### src/design/msp_pkg.sv
// ----------------------------------------------------------------------------
// msp_pkg
// Shared types and constants of the MAC subheader parser: classified item,
// parse phases, status codes and register indexes.
// ----------------------------------------------------------------------------
package msp_pkg;

    // Most SDUs reported for one PDU before the parse ends with an error
    localparam int MAX_SDUS   = 16;
    localparam int SDU_CNT_W  = $clog2(MAX_SDUS + 1);

    // Depth of the queue between front and back
    localparam int QDEPTH     = 4;
    localparam int QPTR_W     = $clog2(QDEPTH);
    localparam int QCNT_W     = $clog2(QDEPTH + 1);

    // Configuration register reset values
    localparam logic [5:0] DATA_LIMIT_RST = 6'd11;
    localparam logic [4:0] PAD_LCID_RST   = 5'd31;

    // Bit positions of the subheader fields
    localparam int E_BIT = 5;
    localparam int F_BIT = 7;

    localparam logic [7:0]  BYTES_MAX = 8'hFF;
    localparam logic [16:0] SUM_MAX   = 17'h1FFFF;

    // Configuration register indexes
    typedef enum logic {
        CFG_DATA_LIMIT = 1'b0,
        CFG_PAD_LCID   = 1'b1
    } t_cfg_index;

    // Result status codes
    typedef enum logic [1:0] {
        ST_OK          = 2'd0,
        ST_UNSUPPORTED = 2'd1,
        ST_UNDERFLOW   = 2'd2,
        ST_TOO_MANY    = 2'd3
    } t_status;

    // Parse phases
    typedef enum logic [3:0] {
        PH_IDLE = 4'b0001,
        PH_SUB  = 4'b0010,
        PH_LEN1 = 4'b0100,
        PH_LEN2 = 4'b1000
    } t_phase;

    // Header byte with the LCID class worked out by the front
    typedef struct packed {
        logic [7:0]  header_byte;
        logic        pdu_start;
        logic [15:0] block_length;
        logic        is_data;
        logic        is_pad;
    } t_msp_item;

endpackage

### src/design/msp_front.sv
// ----------------------------------------------------------------------------
// msp_front
// Holds the configuration registers, accepts header bytes and classifies
// their LCID field before pushing them into the queue.
// ----------------------------------------------------------------------------
module msp_front import msp_pkg::*; (
    input  logic        i_clk,
    input  logic        i_rst_n,
    input  logic        i_cfg_we,
    input  logic        i_cfg_index,
    input  logic [5:0]  i_cfg_data,
    input  logic        i_in_valid,
    output logic        o_in_stall,
    input  logic [7:0]  i_header_byte,
    input  logic        i_pdu_start,
    input  logic [15:0] i_block_length,
    input  logic        i_full,
    output logic        o_push,
    output t_msp_item   o_item
);

    logic [5:0] r_data_limit;
    logic [4:0] r_pad_lcid;
    logic [4:0] lcid;

    // Write configuration registers
    always_ff @(posedge i_clk) begin
        if (!i_rst_n) begin
            r_data_limit <= DATA_LIMIT_RST;
            r_pad_lcid   <= PAD_LCID_RST;
        end else if (i_cfg_we) begin
            unique case (t_cfg_index'(i_cfg_index))
                CFG_DATA_LIMIT: r_data_limit <= i_cfg_data;
                CFG_PAD_LCID:   r_pad_lcid   <= i_cfg_data[4:0];
                default: ;
            endcase
        end
    end

    // Classify the LCID; only meaningful on subheader bytes
    assign lcid                = i_header_byte[4:0];
    assign o_item.header_byte  = i_header_byte;
    assign o_item.pdu_start    = i_pdu_start;
    assign o_item.block_length = i_block_length;
    assign o_item.is_data      = {1'b0, lcid} < r_data_limit;
    assign o_item.is_pad       = lcid == r_pad_lcid;

    // Accept whenever the queue has room
    assign o_in_stall = i_full;
    assign o_push     = i_in_valid && !i_full;

endmodule

### src/design/msp_queue.sv
// ----------------------------------------------------------------------------
// msp_queue
// Short first-in first-out queue of classified items between front and back.
// ----------------------------------------------------------------------------
module msp_queue import msp_pkg::*; (
    input  logic      i_clk,
    input  logic      i_rst_n,
    input  logic      i_push,
    input  t_msp_item i_item,
    input  logic      i_pop,
    output t_msp_item o_item,
    output logic      o_full,
    output logic      o_empty
);

    t_msp_item          r_mem [QDEPTH];
    logic [QPTR_W-1:0]  r_wr_ptr;
    logic [QPTR_W-1:0]  r_rd_ptr;
    logic [QCNT_W-1:0]  r_count;

    // Store pushed items
    always_ff @(posedge i_clk) begin
        if (i_push) begin
            r_mem[r_wr_ptr] <= i_item;
        end
    end

    // Advance pointers and occupancy
    always_ff @(posedge i_clk) begin
        if (!i_rst_n) begin
            r_wr_ptr <= '0;
            r_rd_ptr <= '0;
            r_count  <= '0;
        end else begin
            if (i_push) begin
                r_wr_ptr <= (32'(r_wr_ptr) == QDEPTH - 1) ? '0 : r_wr_ptr + 1'b1;
            end
            if (i_pop) begin
                r_rd_ptr <= (32'(r_rd_ptr) == QDEPTH - 1) ? '0 : r_rd_ptr + 1'b1;
            end
            if (i_push && !i_pop) begin
                r_count <= r_count + 1'b1;
            end else if (!i_push && i_pop) begin
                r_count <= r_count - 1'b1;
            end
        end
    end

    assign o_item  = r_mem[r_rd_ptr];
    assign o_full  = r_count == QCNT_W'(QDEPTH);
    assign o_empty = r_count == '0;

    // Occupancy stays within depth, and neither side misuses the queue
    a_count_range: assert property (@(posedge i_clk) disable iff (!i_rst_n)
        32'(r_count) <= QDEPTH)
        else $error("queue occupancy above depth");
    a_no_overflow: assert property (@(posedge i_clk) disable iff (!i_rst_n)
        !(i_push && o_full))
        else $error("push into full queue");
    a_no_underflow: assert property (@(posedge i_clk) disable iff (!i_rst_n)
        !(i_pop && o_empty))
        else $error("pop from empty queue");

endmodule

### src/design/msp_back.sv
// ----------------------------------------------------------------------------
// msp_back
// Runs the subheader parse over queued items and holds each result in an
// output register until it is taken.
// ----------------------------------------------------------------------------
module msp_back import msp_pkg::*; (
    input  logic        i_clk,
    input  logic        i_rst_n,
    input  t_msp_item   i_item,
    input  logic        i_empty,
    output logic        o_pop,
    output logic        o_out_valid,
    input  logic        i_out_stall,
    output logic        o_sdu_valid,
    output logic [4:0]  o_channel_id,
    output logic [15:0] o_sdu_length,
    output logic [3:0]  o_sdu_index,
    output logic        o_header_done,
    output logic [7:0]  o_header_bytes,
    output logic [1:0]  o_parse_status
);

    t_phase                r_phase, n_phase, b_phase;
    logic [4:0]            r_chan, n_chan, b_chan;
    logic [6:0]            r_hi, n_hi, b_hi;
    logic [7:0]            r_bytes, n_bytes, b_bytes, bytes_inc;
    logic [16:0]           r_sum, n_sum, b_sum;
    logic [SDU_CNT_W-1:0]  r_count, n_count, b_count;
    logic [15:0]           r_blen, n_blen, b_blen;

    logic                  r_out_valid;
    logic                  r_out_sdu;
    logic [4:0]            r_out_chan;
    logic [15:0]           r_out_len;
    logic [3:0]            r_out_idx;
    logic                  r_out_done;
    logic [7:0]            r_out_bytes;
    t_status               r_out_status;

    logic                  res_valid, res_sdu, res_done, do_add;
    logic [15:0]           res_len, add_len, len_imp;
    t_status               res_status;
    logic [4:0]            lcid;
    logic [17:0]           need_sum, diff_imp, sum_add;

    // Take the next item when the output register is free or being emptied
    assign o_pop = !i_empty && (!r_out_valid || !i_out_stall);

    // Apply a restart before the step
    assign b_phase = i_item.pdu_start ? PH_SUB : r_phase;
    assign b_chan  = i_item.pdu_start ? '0 : r_chan;
    assign b_hi    = i_item.pdu_start ? '0 : r_hi;
    assign b_bytes = i_item.pdu_start ? '0 : r_bytes;
    assign b_sum   = i_item.pdu_start ? '0 : r_sum;
    assign b_count = i_item.pdu_start ? '0 : r_count;
    assign b_blen  = i_item.pdu_start ? i_item.block_length : r_blen;

    assign lcid      = i_item.header_byte[4:0];
    assign bytes_inc = (b_bytes != BYTES_MAX) ? b_bytes + 1'b1 : b_bytes;
    assign need_sum  = {10'b0, bytes_inc} + {1'b0, b_sum};
    assign diff_imp  = {2'b0, b_blen} - need_sum;
    assign len_imp   = diff_imp[15:0];
    assign sum_add   = {1'b0, b_sum} + {2'b0, add_len};

    // Step the parse on one byte
    always_comb begin
        n_phase    = r_phase;
        n_chan     = r_chan;
        n_hi       = r_hi;
        n_bytes    = r_bytes;
        n_sum      = r_sum;
        n_count    = r_count;
        n_blen     = r_blen;
        res_valid  = 1'b0;
        res_sdu    = 1'b0;
        res_len    = '0;
        res_done   = 1'b0;
        res_status = ST_OK;
        add_len    = '0;
        do_add     = 1'b0;
        if (o_pop && b_phase != PH_IDLE) begin
            n_phase = b_phase;
            n_chan  = b_chan;
            n_hi    = b_hi;
            n_bytes = bytes_inc;
            n_sum   = b_sum;
            n_count = b_count;
            n_blen  = b_blen;
            unique case (b_phase)
                PH_SUB: begin
                    if (i_item.is_data) begin
                        if (b_count >= SDU_CNT_W'(MAX_SDUS)) begin
                            n_phase    = PH_IDLE;
                            res_valid  = 1'b1;
                            res_done   = 1'b1;
                            res_status = ST_TOO_MANY;
                        end else if (i_item.header_byte[E_BIT]) begin
                            n_chan  = lcid;
                            n_phase = PH_LEN1;
                        end else if (need_sum > {2'b0, b_blen}) begin
                            n_phase    = PH_IDLE;
                            res_valid  = 1'b1;
                            res_done   = 1'b1;
                            res_status = ST_UNDERFLOW;
                        end else begin
                            n_phase   = PH_IDLE;
                            res_valid = 1'b1;
                            res_sdu   = 1'b1;
                            res_done  = 1'b1;
                            res_len   = len_imp;
                            add_len   = len_imp;
                            do_add    = 1'b1;
                        end
                    end else if (i_item.is_pad) begin
                        // Padding with E set is skipped; without it ends the header
                        if (!i_item.header_byte[E_BIT]) begin
                            n_phase   = PH_IDLE;
                            res_valid = 1'b1;
                            res_done  = 1'b1;
                        end
                    end else begin
                        n_phase    = PH_IDLE;
                        res_valid  = 1'b1;
                        res_done   = 1'b1;
                        res_status = ST_UNSUPPORTED;
                    end
                end
                PH_LEN1: begin
                    if (i_item.header_byte[F_BIT]) begin
                        n_hi    = i_item.header_byte[6:0];
                        n_phase = PH_LEN2;
                    end else begin
                        n_phase   = PH_SUB;
                        res_valid = 1'b1;
                        res_sdu   = 1'b1;
                        res_len   = {9'b0, i_item.header_byte[6:0]};
                        add_len   = res_len;
                        do_add    = 1'b1;
                    end
                end
                PH_LEN2: begin
                    n_phase   = PH_SUB;
                    res_valid = 1'b1;
                    res_sdu   = 1'b1;
                    res_len   = {1'b0, b_hi, i_item.header_byte};
                    add_len   = res_len;
                    do_add    = 1'b1;
                end
                default: begin
                    n_phase = PH_IDLE;
                end
            endcase
            // Accumulate lengths, saturating
            if (do_add) begin
                n_sum   = sum_add[17] ? SUM_MAX : sum_add[16:0];
                n_count = b_count + 1'b1;
            end
        end
    end

    // Hold parse state
    always_ff @(posedge i_clk) begin
        if (!i_rst_n) begin
            r_phase <= PH_IDLE;
            r_chan  <= '0;
            r_hi    <= '0;
            r_bytes <= '0;
            r_sum   <= '0;
            r_count <= '0;
            r_blen  <= '0;
        end else begin
            r_phase <= n_phase;
            r_chan  <= n_chan;
            r_hi    <= n_hi;
            r_bytes <= n_bytes;
            r_sum   <= n_sum;
            r_count <= n_count;
            r_blen  <= n_blen;
        end
    end

    // Output valid: load on a result, drop when taken
    always_ff @(posedge i_clk) begin
        if (!i_rst_n) begin
            r_out_valid <= 1'b0;
        end else if (res_valid) begin
            r_out_valid <= 1'b1;
        end else if (!i_out_stall) begin
            r_out_valid <= 1'b0;
        end
    end

    // Output payload
    always_ff @(posedge i_clk) begin
        if (res_valid) begin
            r_out_sdu    <= res_sdu;
            r_out_chan   <= (b_phase == PH_SUB) ? lcid : b_chan;
            r_out_len    <= res_len;
            r_out_idx    <= b_count[3:0];
            r_out_done   <= res_done;
            r_out_bytes  <= bytes_inc;
            r_out_status <= res_status;
        end
    end

    assign o_out_valid    = r_out_valid;
    assign o_sdu_valid    = r_out_sdu;
    assign o_channel_id   = r_out_chan;
    assign o_sdu_length   = r_out_len;
    assign o_sdu_index    = r_out_idx;
    assign o_header_done  = r_out_done;
    assign o_header_bytes = r_out_bytes;
    assign o_parse_status = r_out_status;

    // A final result leaves the parse idle
    a_done_idle: assert property (@(posedge i_clk) disable iff (!i_rst_n)
        (res_valid && res_done) |=> (r_phase == PH_IDLE))
        else $error("parse still running after final result");
    // The SDU count never passes its limit
    a_count_limit: assert property (@(posedge i_clk) disable iff (!i_rst_n)
        r_count <= SDU_CNT_W'(MAX_SDUS))
        else $error("SDU count above limit");
    // End-only results carry no length and errors always end the header
    a_err_form: assert property (@(posedge i_clk) disable iff (!i_rst_n)
        (r_out_valid && !r_out_sdu) |-> (r_out_len == '0 && r_out_done))
        else $error("malformed end-only result");

endmodule

### src/design/mac_subheader_parser.sv
// An accepted header byte goes through a queue write, then one parse step
// into the output register. The parse step keeps running sums.
// Throughput: one header byte per cycle unless a stall holds the flow.
// A 4-entry queue parts the input side from the result register.
// Reset (synchronous, active low) idles the parse, empties the queue and the
// output, and loads the configuration registers with their reset values.
// ----------------------------------------------------------------------------
// mac_subheader_parser
// Top level: parses MAC PDU subheaders byte by byte and reports one result
// per SDU or header end, with the header size and a parse status.
// ----------------------------------------------------------------------------
module mac_subheader_parser import msp_pkg::*; (
    input  logic        i_clk,
    input  logic        i_rst_n,
    input  logic        i_cfg_we,
    input  logic        i_cfg_index,
    input  logic [5:0]  i_cfg_data,
    input  logic        i_in_valid,
    output logic        o_in_stall,
    input  logic [7:0]  i_header_byte,
    input  logic        i_pdu_start,
    input  logic [15:0] i_block_length,
    output logic        o_out_valid,
    input  logic        i_out_stall,
    output logic        o_sdu_valid,
    output logic [4:0]  o_channel_id,
    output logic [15:0] o_sdu_length,
    output logic [3:0]  o_sdu_index,
    output logic        o_header_done,
    output logic [7:0]  o_header_bytes,
    output logic [1:0]  o_parse_status
);

    t_msp_item push_item;
    t_msp_item head_item;
    logic      push;
    logic      pop;
    logic      full;
    logic      empty;

    // Accept and classify
    msp_front u_front (
        .i_clk          (i_clk),
        .i_rst_n        (i_rst_n),
        .i_cfg_we       (i_cfg_we),
        .i_cfg_index    (i_cfg_index),
        .i_cfg_data     (i_cfg_data),
        .i_in_valid     (i_in_valid),
        .o_in_stall     (o_in_stall),
        .i_header_byte  (i_header_byte),
        .i_pdu_start    (i_pdu_start),
        .i_block_length (i_block_length),
        .i_full         (full),
        .o_push         (push),
        .o_item         (push_item)
    );

    // Buffer classified items
    msp_queue u_queue (
        .i_clk   (i_clk),
        .i_rst_n (i_rst_n),
        .i_push  (push),
        .i_item  (push_item),
        .i_pop   (pop),
        .o_item  (head_item),
        .o_full  (full),
        .o_empty (empty)
    );

    // Parse and deliver results
    msp_back u_back (
        .i_clk          (i_clk),
        .i_rst_n        (i_rst_n),
        .i_item         (head_item),
        .i_empty        (empty),
        .o_pop          (pop),
        .o_out_valid    (o_out_valid),
        .i_out_stall    (i_out_stall),
        .o_sdu_valid    (o_sdu_valid),
        .o_channel_id   (o_channel_id),
        .o_sdu_length   (o_sdu_length),
        .o_sdu_index    (o_sdu_index),
        .o_header_done  (o_header_done),
        .o_header_bytes (o_header_bytes),
        .o_parse_status (o_parse_status)
    );

endmodule
### config.mk
export PLATFORM = sky130hd
export DESIGN_NAME = mac_subheader_parser
export DESIGN_NICKNAME = d
export VERILOG_FILES = /design/src/design/msp_pkg.sv /design/src/design/msp_front.sv /design/src/design/msp_queue.sv /design/src/design/msp_back.sv /design/src/design/mac_subheader_parser.sv
export SDC_FILE = /design/constraint.sdc
export NUM_CORES = 1
export LEC_CHECK = 0
export ABC_CLOCK_PERIOD_IN_PS = 9650
export BUFFER_PORTS_ARGS = -buffer_cell sky130_fd_sc_hd__buf_2
export CAP_MARGIN = 25
export CELL_PAD_IN_SITES_DETAIL_PLACEMENT = 1
export CELL_PAD_IN_SITES_GLOBAL_PLACEMENT = 1
export CORE_ASPECT_RATIO = 1.1
export CORE_UTILIZATION = 49
export CTS_CLUSTER_DIAMETER = 200
export DETAILED_ROUTE_END_ITERATION = 6
export PLACE_DENSITY = 0.87
export RECOVER_POWER = 25
export SYNTH_ARGS = -nofsm -noshare
export SYNTH_HDL_FRONTEND = slang
export SYNTH_SLANG_ARGS = --single-unit
export TNS_END_PERCENT = 10
### constraint.sdc
create_clock -name i_clk -period 9.65 [get_ports i_clk]
set_clock_uncertainty 0.15 [all_clocks]
set_input_delay 2.895 -clock i_clk [delete_from_list [all_inputs] [get_ports i_clk]]
set_output_delay 2.895 -clock i_clk [all_outputs]
set_load 0.01 [all_outputs]
==> out/qor.csv <==
stage,metric,value,unit
detailed_routing,post-DR vias/cell,5.964,
critical_path,data required time of the worst path,9.91,ns
power_and_ir_drop,P_int,0.002421,W
detailed_routing,drt pass-1 iters,5,
detailed_routing,Total Routed Length,30860,um
global_routing,antenna violations before repair,1,
place,Post-DP HPWL,21770,um
critical_path,critical path type,reg -> reg,
timing,Final period util,89.18,%
power_and_ir_drop,P_leak,5.321,nW
critical_path,critical path arrival,8.87,ns
synth,Syn. warnings,0,
cts,# H-tree levels,1,
power_and_ir_drop,combinational power share,43.9,%
synth,register bit total from synthesis,228,
power_and_ir_drop,Psw,0.001541,W
timing,Worst slew margin,45.25,%
place,port bufs,75,
synth,syn nets,1168,
global_routing,largest net degree at the start of global routing,75,
timing,Tmin final,8.606,ns
floorplan,Die Height,165.5,um
critical_path,startpoint class of the critical path,flop,
detailed_routing,# DRC,0,
timing,"Hold Violations, Final",0,
critical_path,CP max stage delay,0.56,ns
critical_path,"CP delay by family, top",compound AO/OA/AOI/OAI gates,
cts,Resize count post-CTS,0,
detailed_routing,WL/cell,21.12,um
power_and_ir_drop,Pwr per Cell Area,295.4,mW/mm^2
synth,Gate Count Post-Synth,1061,
detailed_routing,via count,8713,
global_routing,total gr overflow,0,
power_and_ir_drop,Pwr Total,0.003961,W
timing,worst slew pin tran,0.8211,ns
min_path,Hold WC Path Type,reg -> reg,
global_routing,Total Routing Usage GR,25.67,%
timing,Final Max Slew Viols,0,
run,max cap viols,0,
floorplan,Initial Util,50.10,%
critical_path,Worst path slowest cell,a2111oi_0,
status,status,"finished, final reports clean",
cts,"CTS clk-pin slew, worst paths",0.06,ns
cts,CTS sink count,228,
layout,P&R area growth vs syn,12.62,%
synth,post-synthesis cell type count,69,
detailed_routing,post-route ant nets,0,
synth,syn_area_per_cell,11.22,um^2
global_routing,vias in the first global route,9227,
cts,Clock Latency Late Sink,0.52,ns
synth,"Seq/Total Area, Yosys",50.51,%
synth,top_reg_cell synth,edfxtp_1,
floorplan,Die X,150.6,um
power_and_ir_drop,switching share of total power,38.89,%
cts,hold buffers post-CTS,0,
layout,"commonest non-fill, non-tap cells in the layout","145 x edfxtp_1, 121 x nand2_1, 83 x dfxtp_1, 66 x ha_1, 56 x nor2_1",
power_and_ir_drop,sequential share of power,32.2,%
layout,fin util,56.42,%
layout,Fillers,2544,
timing,fmax,116.2,MHz
layout,Final Net Count,1244,
cts,"Setup Fix Bufs, Post-CTS",0,
layout,"commonest non-fill, non-tap cell in the layout",edfxtp_1,
floorplan,Core ar.,0.02377,mm^2
synth,Async SR Flop Fraction,0,%
critical_path,Setup crit end kind,flop,
synth,Mapped Area,0.01191,mm^2
floorplan,Die Area,0.02493,mm^2
timing,unrepaired setup endpoints after global routing,no,
detailed_routing,DRT iter0 DRCs,415,
critical_path,crit path max fanout,16,
timing,setup tns final,0,ns
cts,Max clock buf depth,3,
power_and_ir_drop,Worst IR Drop VDD,0.2134,mV
place,Final Wtd Congestion,0.9096,
cts,Inserted Clock Buffers,24,
timing,Final Setup Violations,0,
global_routing,first-pass GRT wire length,49070,um
cts,TritonCTS clock tree,yes,
critical_path,crit path buf inv count,2,
power_and_ir_drop,clock share of power,23.9,%
synth,Post-synth EDFFs,145,
layout,layout cells sized above 1,12.81,%
floorplan,placement row count,59,
floorplan,I/O pin count,76,
cts,Root Driver,clkbuf_16,
critical_path,CP most frequent cell,nor2_1,
-- layout make-up --
cell class	instances	area (um^2)	share of cell area (%)
multi-input combinational	741	5548	41.37
clock buffer	33	675.6	5.038
timing repair buffer	91	466.7	3.480
tap	305	381.6	2.845
antenna	1	2.502	0.01866
inverter	51	191.4	1.427
sequential	228	6016	44.85
clock inverter	11	130.1	0.9702
-- power groups by stage --
stage	clock network (W)	registers, W	logic, W
finish	0.000945	0.00127	0.00174
global route	0.000997	0.00129	0.00190
floorplan	0	0.00129	0.00121
detailed placement	0	0.00129	0.00170
global placement	0	0.00128	0.00165
CTS	0.000962	0.00128	0.00173
-- flip-flops by register name, summed over array words and instances, names as in the netlist, named ones only --
register and flops:
u_back.o_channel_id 5, u_back.o_header_bytes 8, u_back.o_header_done 1, u_back.o_out_valid 1, u_back.o_parse_status 2, u_back.o_sdu_index 4
u_back.o_sdu_length 16, u_back.o_sdu_valid 1, u_back.r_blen 16, u_back.r_bytes 8, u_back.r_chan 5, u_back.r_count 5
u_back.r_hi 7, u_back.r_phase 4, u_back.r_sum 17, u_front.r_data_limit 6, u_front.r_pad_lcid 5, u_queue.r_count 3
u_queue.r_mem 108, u_queue.r_rd_ptr 2, u_queue.r_wr_ptr 2
-- logic make-up (layout without fill, tap and decap cells) --
group | Yosys count | in the layout | share of synthesized area [%]
buffers and inverters | 92 | 186 | 3.120
adder cells (fa/ha/maj) | 70 | 70 | 7.607
XOR/XNOR | 38 | 38 | 2.795
other | 0 | 1 | 0
AO/OA/AOI/OAI | 229 | 229 | 14.22
AND/OR/NAND/NOR | 352 | 352 | 14.53
multiplexers | 52 | 52 | 7.218
flip-flops | 228 | 228 | 50.51
-- routing by layer --
layer / share of wire, % / vias up / track usage [%]
li1: - / 4084 / -
met1: 44 / 4344 / 32.72
met2: 48 / 214 / 43.61
met3: 4.2 / 71 / 3.709
met4: 3.9 / 0 / 10.82
met5: 0 / - / 0
-- final timing paths --
path	from	slack (ns)	depth (start not counted)	endpoint
hold / removal	u_front.r_data_limit[2]	0.32	2	u_front.r_data_limit[2]
setup reg to reg	u_back.r_bytes[0]	1.04	33	u_back.r_sum[16]
hold reg to reg	u_front.r_data_limit[2]	0.32	2	u_front.r_data_limit[2]
setup / recovery	u_back.r_bytes[0]	1.04	33	u_back.r_sum[16]
-- metrics by stage --
step	instance area [um^2]	cells	setup WS [ns]	hold slack (ns)
floorplan	11910	1061	1.811	0.2887
global placement	12630	1416	1.457	0.3056
detailed placement	12630	1416	1.167	0.3112
CTS	13440	1460	1.140	0.3277
global route	13410	1461	0.3087	0.3510
finish	13410	1461	1.044	0.3215
-- worst reg2reg max path, delay by kind of cell (launching register included) --
kind	cells	cell delay, ns
compound gates	13	3.53
buf+inv	2	0.33
fa+ha+maj	3	1.17
simple gates	14	2.71
xor+xnor	1	0.18
flops	1	0.45
-- synthesized netlist by cell type, types with 25 or more instances --
cell type,n,area (um^2)
inv_1,51,191.4
nand2_1,121,454.2
ha_1,66,825.8
nor2_1,56,210.2
nor2b_1,43,269.0
edfxtp_1,145,4354
mux4_2,27,608.1
o21ai_0,36,180.2
nand3_1,27,135.1
clkbuf_1,29,108.9
dfxtp_1,83,1662
a21oi_1,33,165.2
xnor2_1,25,219.0
(Power assumes the default switching activity.)
